File: src/sv/ipv4tp_pkg.sv
// Package for the IPv4 text parser and matcher.
// Holds the channel payload types, status codes and register indexes; no dependencies.
package ipv4tp_pkg;

  localparam int CHAR_W    = 8;
  localparam int ADDR_W    = 32;
  localparam int STATUS_W  = 2;
  localparam int KEY_W     = 8;
  localparam int CFG_IDX_W = 2;
  localparam int LEN_W     = 5;
  localparam int CNT_W     = 3;

  localparam logic [CHAR_W-1:0] TAB_CODE   = 8'd9;
  localparam logic [CHAR_W-1:0] CHAR_ZERO  = 8'd48;
  localparam logic [CHAR_W-1:0] CHAR_NINE  = 8'd57;
  localparam logic [LEN_W-1:0]  MIN_LEN    = 5'd7;
  localparam logic [LEN_W-1:0]  MAX_LEN    = 5'd15;
  localparam logic [LEN_W-1:0]  LEN_SAT    = 5'd16;
  localparam logic [CNT_W-1:0]  NUM_OCTETS = 3'd4;

  localparam logic [KEY_W-1:0] FIRST_KEY_RST     = 8'd1;
  localparam logic [KEY_W-1:0] PAIR_KEY_HIGH_RST = 8'd46;
  localparam logic [KEY_W-1:0] PAIR_KEY_LOW_RST  = 8'd70;
  localparam logic [KEY_W-1:0] ANY_KEY_RST       = 8'd46;

  typedef enum logic [STATUS_W-1:0] {
    ST_OK        = 2'd0,
    ST_BAD_LEN   = 2'd1,
    ST_BAD_OCTET = 2'd2
  } status_t;

  typedef enum logic [CFG_IDX_W-1:0] {
    REG_FIRST_KEY     = 2'd0,
    REG_PAIR_KEY_HIGH = 2'd1,
    REG_PAIR_KEY_LOW  = 2'd2,
    REG_ANY_KEY       = 2'd3
  } cfg_reg_t;

  typedef struct packed {
    logic [CHAR_W-1:0] char_code;
    logic              line_end;
  } in_item_t;

  typedef struct packed {
    logic [ADDR_W-1:0]   address;
    logic [STATUS_W-1:0] status;
    logic                match_first;
    logic                match_pair;
    logic                match_any;
  } out_item_t;

  typedef struct packed {
    logic [ADDR_W-1:0]   address;
    logic [STATUS_W-1:0] status;
  } line_rec_t;

  typedef struct packed {
    logic [KEY_W-1:0] first_key;
    logic [KEY_W-1:0] pair_key_high;
    logic [KEY_W-1:0] pair_key_low;
    logic [KEY_W-1:0] any_key;
  } cfg_keys_t;

endpackage

File: src/sv/ipv4tp_front.sv
// Front end: parses the characters of a line and emits one line record at line end.
// Depends on ipv4tp_pkg.
module ipv4tp_front (
  input  logic                  clk,
  input  logic                  rst_n,
  input  logic                  char_acc,
  input  ipv4tp_pkg::in_item_t  char_item,
  output logic                  rec_push,
  output ipv4tp_pkg::line_rec_t rec
);

  logic [ipv4tp_pkg::ADDR_W-1:0] addr_r, addr_nxt;
  logic [ipv4tp_pkg::CNT_W-1:0]  cnt_r, cnt_nxt;
  logic [7:0]                    val_r, val_nxt;
  logic                          ovf_r, ovf_nxt;
  logic                          indig_r, indig_nxt;
  logic                          failed_r, failed_nxt;
  logic [ipv4tp_pkg::LEN_W-1:0]  len_r, len_nxt;
  logic                          tab_r, tab_nxt;

  logic [ipv4tp_pkg::CHAR_W-1:0] c;
  logic                          is_digit;
  logic [3:0]                    dval;
  logic [11:0]                   acc;
  logic                          close_req;

  assign c        = char_item.char_code;
  assign is_digit = (c >= ipv4tp_pkg::CHAR_ZERO) && (c <= ipv4tp_pkg::CHAR_NINE);
  assign dval     = 4'(c - ipv4tp_pkg::CHAR_ZERO);
  assign acc      = 12'(val_r) * 12'd10 + 12'(dval);

  always_comb begin
    addr_nxt   = addr_r;
    cnt_nxt    = cnt_r;
    val_nxt    = val_r;
    ovf_nxt    = ovf_r;
    indig_nxt  = indig_r;
    failed_nxt = failed_r;
    len_nxt    = len_r;
    tab_nxt    = tab_r;
    close_req  = 1'b0;
    rec_push   = 1'b0;
    rec        = '0;
    if (char_acc) begin
      if (!tab_r) begin
        if (c == ipv4tp_pkg::TAB_CODE) begin
          tab_nxt = 1'b1;
        end else begin
          if (len_r < ipv4tp_pkg::LEN_SAT) begin
            len_nxt = len_r + 1'b1;
          end
          if (!failed_r && (cnt_r < ipv4tp_pkg::NUM_OCTETS)) begin
            if (indig_r) begin
              if (is_digit) begin
                if (acc > 12'd255) begin
                  ovf_nxt = 1'b1;
                end
                val_nxt = acc[7:0];
              end else begin
                close_req = 1'b1;
              end
            end else if (is_digit) begin
              indig_nxt = 1'b1;
              val_nxt   = {4'd0, dval};
              ovf_nxt   = 1'b0;
            end else begin
              failed_nxt = 1'b1;
            end
          end
        end
      end
      if (char_item.line_end && !failed_nxt && indig_nxt &&
          (cnt_nxt < ipv4tp_pkg::NUM_OCTETS)) begin
        close_req = 1'b1;
      end
      if (close_req) begin
        if (ovf_nxt) begin
          failed_nxt = 1'b1;
        end else begin
          case (cnt_nxt[1:0])
            2'd0:    addr_nxt[31:24] = val_nxt;
            2'd1:    addr_nxt[23:16] = val_nxt;
            2'd2:    addr_nxt[15:8]  = val_nxt;
            default: addr_nxt[7:0]   = val_nxt;
          endcase
          cnt_nxt = cnt_nxt + 1'b1;
        end
        indig_nxt = 1'b0;
        ovf_nxt   = 1'b0;
        val_nxt   = '0;
      end
      if (char_item.line_end) begin
        if (cnt_nxt < ipv4tp_pkg::NUM_OCTETS) begin
          failed_nxt = 1'b1;
        end
        rec_push = 1'b1;
        if ((len_nxt < ipv4tp_pkg::MIN_LEN) || (len_nxt > ipv4tp_pkg::MAX_LEN)) begin
          rec.address = '0;
          rec.status  = ipv4tp_pkg::ST_BAD_LEN;
        end else begin
          rec.address = addr_nxt;
          rec.status  = failed_nxt ? ipv4tp_pkg::ST_BAD_OCTET : ipv4tp_pkg::ST_OK;
        end
        addr_nxt   = '0;
        cnt_nxt    = '0;
        val_nxt    = '0;
        ovf_nxt    = 1'b0;
        indig_nxt  = 1'b0;
        failed_nxt = 1'b0;
        len_nxt    = '0;
        tab_nxt    = 1'b0;
      end
    end
  end

  always_ff @(posedge clk) begin
    if (!rst_n) begin
      addr_r   <= '0;
      cnt_r    <= '0;
      val_r    <= '0;
      ovf_r    <= 1'b0;
      indig_r  <= 1'b0;
      failed_r <= 1'b0;
      len_r    <= '0;
      tab_r    <= 1'b0;
    end else begin
      addr_r   <= addr_nxt;
      cnt_r    <= cnt_nxt;
      val_r    <= val_nxt;
      ovf_r    <= ovf_nxt;
      indig_r  <= indig_nxt;
      failed_r <= failed_nxt;
      len_r    <= len_nxt;
      tab_r    <= tab_nxt;
    end
  end

endmodule

File: src/sv/ipv4tp_queue.sv
// Short register queue that decouples the front end from the back end.
// Generic in width and depth (depth of at least two); no package dependencies.
module ipv4tp_queue #(
  parameter int WIDTH = 34,
  parameter int DEPTH = 2
) (
  input  logic             clk,
  input  logic             rst_n,
  input  logic             push,
  input  logic [WIDTH-1:0] wdata,
  output logic             full,
  input  logic             pop,
  output logic             empty,
  output logic [WIDTH-1:0] rdata
);

  localparam int PTR_W = $clog2(DEPTH);
  localparam int CNT_W = $clog2(DEPTH + 1);

  logic [WIDTH-1:0] mem_r [DEPTH];
  logic [PTR_W-1:0] wr_ptr_r, wr_ptr_nxt;
  logic [PTR_W-1:0] rd_ptr_r, rd_ptr_nxt;
  logic [CNT_W-1:0] cnt_r, cnt_nxt;
  logic             do_push, do_pop;

  assign full    = (cnt_r == CNT_W'(DEPTH));
  assign empty   = (cnt_r == '0);
  assign do_push = push && !full;
  assign do_pop  = pop && !empty;
  assign rdata   = mem_r[rd_ptr_r];

  always_comb begin
    wr_ptr_nxt = wr_ptr_r;
    rd_ptr_nxt = rd_ptr_r;
    cnt_nxt    = cnt_r;
    if (do_push) begin
      wr_ptr_nxt = (wr_ptr_r == PTR_W'(DEPTH - 1)) ? '0 : wr_ptr_r + 1'b1;
    end
    if (do_pop) begin
      rd_ptr_nxt = (rd_ptr_r == PTR_W'(DEPTH - 1)) ? '0 : rd_ptr_r + 1'b1;
    end
    if (do_push && !do_pop) begin
      cnt_nxt = cnt_r + 1'b1;
    end else if (do_pop && !do_push) begin
      cnt_nxt = cnt_r - 1'b1;
    end
  end

  always_ff @(posedge clk) begin
    if (!rst_n) begin
      wr_ptr_r <= '0;
      rd_ptr_r <= '0;
      cnt_r    <= '0;
    end else begin
      wr_ptr_r <= wr_ptr_nxt;
      rd_ptr_r <= rd_ptr_nxt;
      cnt_r    <= cnt_nxt;
    end
  end

  always_ff @(posedge clk) begin
    if (do_push) begin
      mem_r[wr_ptr_r] <= wdata;
    end
  end

endmodule

File: src/sv/ipv4tp_back.sv
// Back end: compares a line record with the keys and holds the finished result.
// Depends on ipv4tp_pkg.
module ipv4tp_back (
  input  logic                  clk,
  input  logic                  rst_n,
  input  logic                  rec_avail,
  input  ipv4tp_pkg::line_rec_t rec,
  output logic                  rec_take,
  input  ipv4tp_pkg::cfg_keys_t keys,
  input  logic                  out_pop,
  output logic                  out_empty,
  output ipv4tp_pkg::out_item_t out_item
);

  logic                  valid_r, valid_nxt;
  ipv4tp_pkg::out_item_t res_r, res_nxt;
  logic [7:0]            o1, o2, o3, o4;

  assign o1 = rec.address[31:24];
  assign o2 = rec.address[23:16];
  assign o3 = rec.address[15:8];
  assign o4 = rec.address[7:0];

  assign out_empty = !valid_r;
  assign out_item  = res_r;
  assign rec_take  = rec_avail && (!valid_r || out_pop);

  always_comb begin
    valid_nxt = valid_r;
    res_nxt   = res_r;
    if (rec_take) begin
      valid_nxt           = 1'b1;
      res_nxt.address     = rec.address;
      res_nxt.status      = rec.status;
      res_nxt.match_first = (o1 == keys.first_key);
      res_nxt.match_pair  = (o1 == keys.pair_key_high) && (o2 == keys.pair_key_low);
      res_nxt.match_any   = (o1 == keys.any_key) || (o2 == keys.any_key) ||
                            (o3 == keys.any_key) || (o4 == keys.any_key);
    end else if (out_pop) begin
      valid_nxt = 1'b0;
    end
  end

  always_ff @(posedge clk) begin
    if (!rst_n) begin
      valid_r <= 1'b0;
    end else begin
      valid_r <= valid_nxt;
    end
  end

  always_ff @(posedge clk) begin
    res_r <= res_nxt;
  end

endmodule

File: src/sv/ipv4_text_parse_and_match.sv
// Top level of the IPv4 text parser: key registers, front end, queue and back end.
// Depends on ipv4tp_pkg, ipv4tp_front, ipv4tp_queue and ipv4tp_back.
//
//   Channel  Handshake          Payload
//   in_      in_push / in_full  in_item (char_code, line_end)
//   out_     out_pop / out_empty out_item (address, status, three match flags)
//   cfg_     cfg_valid / cfg_ready cfg_index, cfg_data
//
// One character beat is taken per cycle unless the queue is full; the line record enters
// the queue in the same cycle as its last character; out_item is a registered output.
// Throughput is one beat per cycle unless the queue is full, set by the front-end parse.
// Reset is synchronous and active low; it clears parse and queue state, presets keys.
// A full queue stalls input; out_pop low only stalls input once the queue fills.
module ipv4_text_parse_and_match #(
  parameter int QUEUE_DEPTH = 2
) (
  input  logic                                  clk,
  input  logic                                  rst_n,
  input  logic                                  in_push,
  output logic                                  in_full,
  input  ipv4tp_pkg::in_item_t                  in_item,
  output logic                                  out_empty,
  input  logic                                  out_pop,
  output ipv4tp_pkg::out_item_t                 out_item,
  input  logic                                  cfg_valid,
  output logic                                  cfg_ready,
  input  logic [ipv4tp_pkg::CFG_IDX_W-1:0]      cfg_index,
  input  logic [ipv4tp_pkg::KEY_W-1:0]          cfg_data
);

  ipv4tp_pkg::cfg_keys_t keys_r, keys_nxt;
  ipv4tp_pkg::line_rec_t front_rec, back_rec;
  logic                  char_acc;
  logic                  rec_push, q_full, q_empty, rec_take;

  assign cfg_ready = 1'b1;
  assign in_full   = q_full;
  assign char_acc  = in_push && !q_full;

  always_comb begin
    keys_nxt = keys_r;
    if (cfg_valid && cfg_ready) begin
      unique case (ipv4tp_pkg::cfg_reg_t'(cfg_index))
        ipv4tp_pkg::REG_FIRST_KEY:     keys_nxt.first_key     = cfg_data;
        ipv4tp_pkg::REG_PAIR_KEY_HIGH: keys_nxt.pair_key_high = cfg_data;
        ipv4tp_pkg::REG_PAIR_KEY_LOW:  keys_nxt.pair_key_low  = cfg_data;
        ipv4tp_pkg::REG_ANY_KEY:       keys_nxt.any_key       = cfg_data;
        default:                       keys_nxt = keys_r;
      endcase
    end
  end

  always_ff @(posedge clk) begin
    if (!rst_n) begin
      keys_r.first_key     <= ipv4tp_pkg::FIRST_KEY_RST;
      keys_r.pair_key_high <= ipv4tp_pkg::PAIR_KEY_HIGH_RST;
      keys_r.pair_key_low  <= ipv4tp_pkg::PAIR_KEY_LOW_RST;
      keys_r.any_key       <= ipv4tp_pkg::ANY_KEY_RST;
    end else begin
      keys_r <= keys_nxt;
    end
  end

  ipv4tp_front u_front (
    .clk       (clk),
    .rst_n     (rst_n),
    .char_acc  (char_acc),
    .char_item (in_item),
    .rec_push  (rec_push),
    .rec       (front_rec)
  );

  ipv4tp_queue #(
    .WIDTH ($bits(ipv4tp_pkg::line_rec_t)),
    .DEPTH (QUEUE_DEPTH)
  ) u_queue (
    .clk   (clk),
    .rst_n (rst_n),
    .push  (rec_push),
    .wdata (front_rec),
    .full  (q_full),
    .pop   (rec_take),
    .empty (q_empty),
    .rdata (back_rec)
  );

  ipv4tp_back u_back (
    .clk       (clk),
    .rst_n     (rst_n),
    .rec_avail (!q_empty),
    .rec       (back_rec),
    .rec_take  (rec_take),
    .keys      (keys_r),
    .out_pop   (out_pop),
    .out_empty (out_empty),
    .out_item  (out_item)
  );

  a_rec_only_at_line_end: assert property (@(posedge clk) disable iff (!rst_n)
    rec_push |-> (char_acc && in_item.line_end))
    else $error("line record pushed without an accepted line end");

  a_bad_len_zero_addr: assert property (@(posedge clk) disable iff (!rst_n)
    (!out_empty && (out_item.status == ipv4tp_pkg::ST_BAD_LEN)) |-> (out_item.address == '0))
    else $error("bad length result carries a nonzero address");

  a_status_code: assert property (@(posedge clk) disable iff (!rst_n)
    !out_empty |-> (out_item.status == ipv4tp_pkg::ST_OK ||
                    out_item.status == ipv4tp_pkg::ST_BAD_LEN ||
                    out_item.status == ipv4tp_pkg::ST_BAD_OCTET))
    else $error("result status outside the defined codes");

  a_take_only_when_free: assert property (@(posedge clk) disable iff (!rst_n)
    (!out_empty && !out_pop) |=> ($stable(out_item) || $past(rec_take) == 1'b0))
    else $error("held result overwritten while stalled");

endmodule

File: config.mk
export PLATFORM = sky130hd
export DESIGN_NAME = ipv4_text_parse_and_match
export DESIGN_NICKNAME = d
export VERILOG_FILES = /design/src/sv/ipv4tp_pkg.sv /design/src/sv/ipv4tp_front.sv /design/src/sv/ipv4tp_queue.sv /design/src/sv/ipv4tp_back.sv /design/src/sv/ipv4_text_parse_and_match.sv
export SDC_FILE = /design/constraint.sdc
export NUM_CORES = 1
export LEC_CHECK = 0
export BUFFER_PORTS_ARGS = -buffer_cell sky130_fd_sc_hd__buf_2
export CORE_MARGIN = 5
export CORE_UTILIZATION = 50
export CTS_BUF_LIST = sky130_fd_sc_hd__clkbuf_8
export DETAILED_ROUTE_END_ITERATION = 16
export GPL_TIMING_DRIVEN = 0
export PLACE_DENSITY = 0.79
export SLEW_MARGIN = 20
export SYNTH_ARGS = -nofsm -noshare
export SYNTH_HDL_FRONTEND = slang
export SYNTH_SLANG_ARGS = --single-unit
File: constraint.sdc
create_clock -name clk -period 7.35 [get_ports clk]
set_input_delay 0.735 -clock clk [delete_from_list [all_inputs] [get_ports clk]]
set_output_delay 0.735 -clock clk [all_outputs]
set_load 0.02 [all_outputs]
==> results.py <==
metrics = {
    "status": {
        "status": "complete, no violations",
    },
    "sta": {
        "fin_crit_sh_pct": 53.3,
        "hold_viol": 0,
        "drv_slew": 0,
        "relSlewSlack_pct": 40.3,
        "setup_viol": 0,
        "fmax_mhz": 255,
        "finalClockSkew_ns": 0.0174,
        "grt_setup_unrepaired": "false",
        "finalSetupTns_ns": 0,
        "worst_pin_slew_ns": 0.896,
        "period_minus_slack_ns": 3.92,
    },
    "synth": {
        "async_flop_share_pct": 0,
        "synth-warning-count": 0,
        "ys.flop_type": "edfxtp_1",
        "synth_edf_count": 105,
        "syn_inst": 946,
        "syn_area_um2": 9870,
        "ys_seq_area_share_pct": 50.2,
        "synthesis.nets": 994,
        "postSynthAreaPerCell_um2": 10.4,
        "ys_ff_latch": 195,
        "synth_cell_types": 74,
    },
    "drt": {
        "drc": 0,
        "wirelength_mm": 24.4,
        "vias": 7761,
        "drtIter0Drc": 769,
        "vias_per_cell": 5.93,
        "wl_per_cell_um": 18.7,
        "first_pass_iters": 5,
        "ant_nets": 0,
    },
    "final_layout": {
        "finalNetCount": 1078,
        "instances_no_fill": 1308,
        "area_growth_pct": 11.2,
        "n_fill_cell": 1663,
        "final_core_util_pct": 56.4,
        "antenna_cells": 0,
        "drive_gt1_share_pct": 16.4,
        "final_common_cell": "edfxtp_1",
        "layout_common_cells": "105 x edfxtp_1, 90 x dfxtp_1, 76 x nand2_1, 69 x buf_2, 63 x nand3_1",
    },
    "worst_setup_path": {
        "worstPathArrival_ns": 4.12,
        "startpoint": "u_front.val_r[1]",
        "crit_type": "flop to flop",
        "critPathCaptureType": "flop",
        "start_kind": "flop",
        "rr_startpoint": "u_front.val_r[1]",
        "path_max_fanout": 9,
        "cp.required_ns": 7.55,
    },
    "clock_tree": {
        "post_cts_buffers": 0,
        "htree_levels": 4,
        "clock_path_buffers": 2,
        "ctsHoldBuffers": 0,
        "cts_tree": "built",
        "path_clk_slew_ns": 0.09,
        "cts_buffers": 17,
        "cts-resized-gates": 0,
        "clock-sinks": 195,
        "cts_root_buf": "clkbuf_8",
        "worstSkewPairLatency_ns": 0.48,
    },
    "global_route": {
        "grt_pass1_wl_mm": 38.6,
        "grt_usage_pct": 21.9,
        "grt-ovfl-total": 0,
        "antenna_found_initial": 0,
        "grt_pass1_vias": 7147,
        "grt_max_degree": 32,
    },
    "floorplanning": {
        "core_region_area_um2": 19500,
        "rows": 51,
        "die_w_um": 151,
        "pin_count": 64,
        "die_area_um2": 22700,
        "die_h_um": 151,
        "start_util_pct": 50.7,
    },
    "placed_design": {
        "dp_hpwl_mm": 17.7,
        "placed_cells": 1276,
        "place_congestion": 0.950,
        "port_buffers": 62,
    },
    "power_and_ir_drop": {
        "power_density_nw_per_um2": 249,
        "power_leakage_uw": 0.00383,
        "irDropWorstVdd_uv": 109,
    },
    "run": {
        "cap_violations": 0,
    },
    "hold_path": {
        "hp-class": "flop to flop",
        "hold_start": "u_front.addr_r[23]",
    },
}
-- layout make-up --
| cell class | count | area (um2) | area share, % |
|---|---|---|---|
| plain buffers | 62 | 304 | 2.77 |
| clock buffers | 17 | 234 | 2.13 |
| clock inverters | 15 | 158 | 1.44 |
| inverters | 31 | 116 | 1.06 |
| multi-input cells | 658 | 4510 | 41.1 |
| flip-flops and latches | 195 | 4950 | 45.1 |
| well taps | 265 | 332 | 3.02 |
| repair buffers | 65 | 370 | 3.37 |
-- registers in the layout (all words and copies together), names as in the netlist, 2 cells and up, named ones only --
signal and cells:
u_queue.cnt_r 2, u_front.val_r 8, u_front.addr_r 32, u_front.len_r 5, u_front.cnt_r 3, u_queue.mem_r 68
keys_r 32, u_back.out_item 37
-- per-stage QoR --
step | area [um2] | setup slack, ns | hold WS (ns) | power (uW)
after floorplan | 9870 | 3.84 | 0.436 | 1840
after global placement | 10500 | 3.09 | 0.446 | 2040
after detailed placement | 10600 | 3.51 | 0.452 | 2060
after CTS | 11000 | 3.47 | 0.465 | 2740
after global routing | 11000 | 3.25 | 0.489 | 2860
final | 11000 | 3.43 | 0.467 | 2730
-- report_power, final --
group	internal, uW	switching (uW)
clock network	305	389
registers	1310	32.0
logic	237	462
total	1850	882
-- path summary, 6_finish.rpt --
path | cells after the start | slack [ns] | to
min reg2reg | 2 | 0.47 | u_front.addr_r[23]
min | 2 | 0.47 | u_front.addr_r[23]
max | 13 | 3.43 | u_queue.mem_r[0][7]
max reg2reg | 13 | 3.43 | u_queue.mem_r[0][7]
-- layer usage --
layer | GRT usage, % | part of all wire, % | up-vias
met5 | 0 | 0 | -
met4 | 9.15 | 3.4 | 0
met3 | 4.03 | 9.1 | 76
met2 | 36.6 | 48 | 431
met1 | 28.1 | 39 | 3604
li1 | - | - | 3650
-- logic make-up (layout without fill, tap and decap cells) --
family / after synthesis / count (layout) / synth area share (%)
flip-flops: 195 / 195 / 50.2
other: 1 / 1 / 0.0380
multiplexers: 49 / 49 / 5.36
XOR/XNOR: 67 / 67 / 5.94
AND/OR/NAND/NOR: 321 / 321 / 17.1
adder cells (fa/ha/maj): 24 / 24 / 3.19
AO/OA/AOI/OAI: 196 / 196 / 14.0
buffers and inverters: 93 / 190 / 4.26
-- synth_stat cells (all sizes together) (13+ instances only) --
master  count  share of area, %
a21oi      54               2.8
buf        27               1.7
clkbuf     35               1.4
dfxtp      90                18
edfxtp    105                32
ha         22               2.8
inv        30               1.1
mux2       21               2.4
mux2i      28               3.0
nand2      80               3.1
nand3      64               3.4
nand3b     29               2.2
nor2       53               2.1
nor3       32               1.8
nor4       13               1.0
o211ai     32               2.5
o21ai      48               2.4
xnor2      23               2.0
xor2       44               3.9
-- critical path: stages (launching register included) --
cell and delay [ns]:
dfxtp_1 0.39, ha_1 0.32, ha_1 0.18, inv_1 0.06
fa_1 0.40, xnor2_1 0.28, nand3b_1 0.18, nor4_4 0.29
or2_2 0.18, buf_4 0.20, a2111o_1 0.15, buf_2 0.23
nand2_2 0.20, a311oi_1 0.58
(Power assumes the default switching activity.)
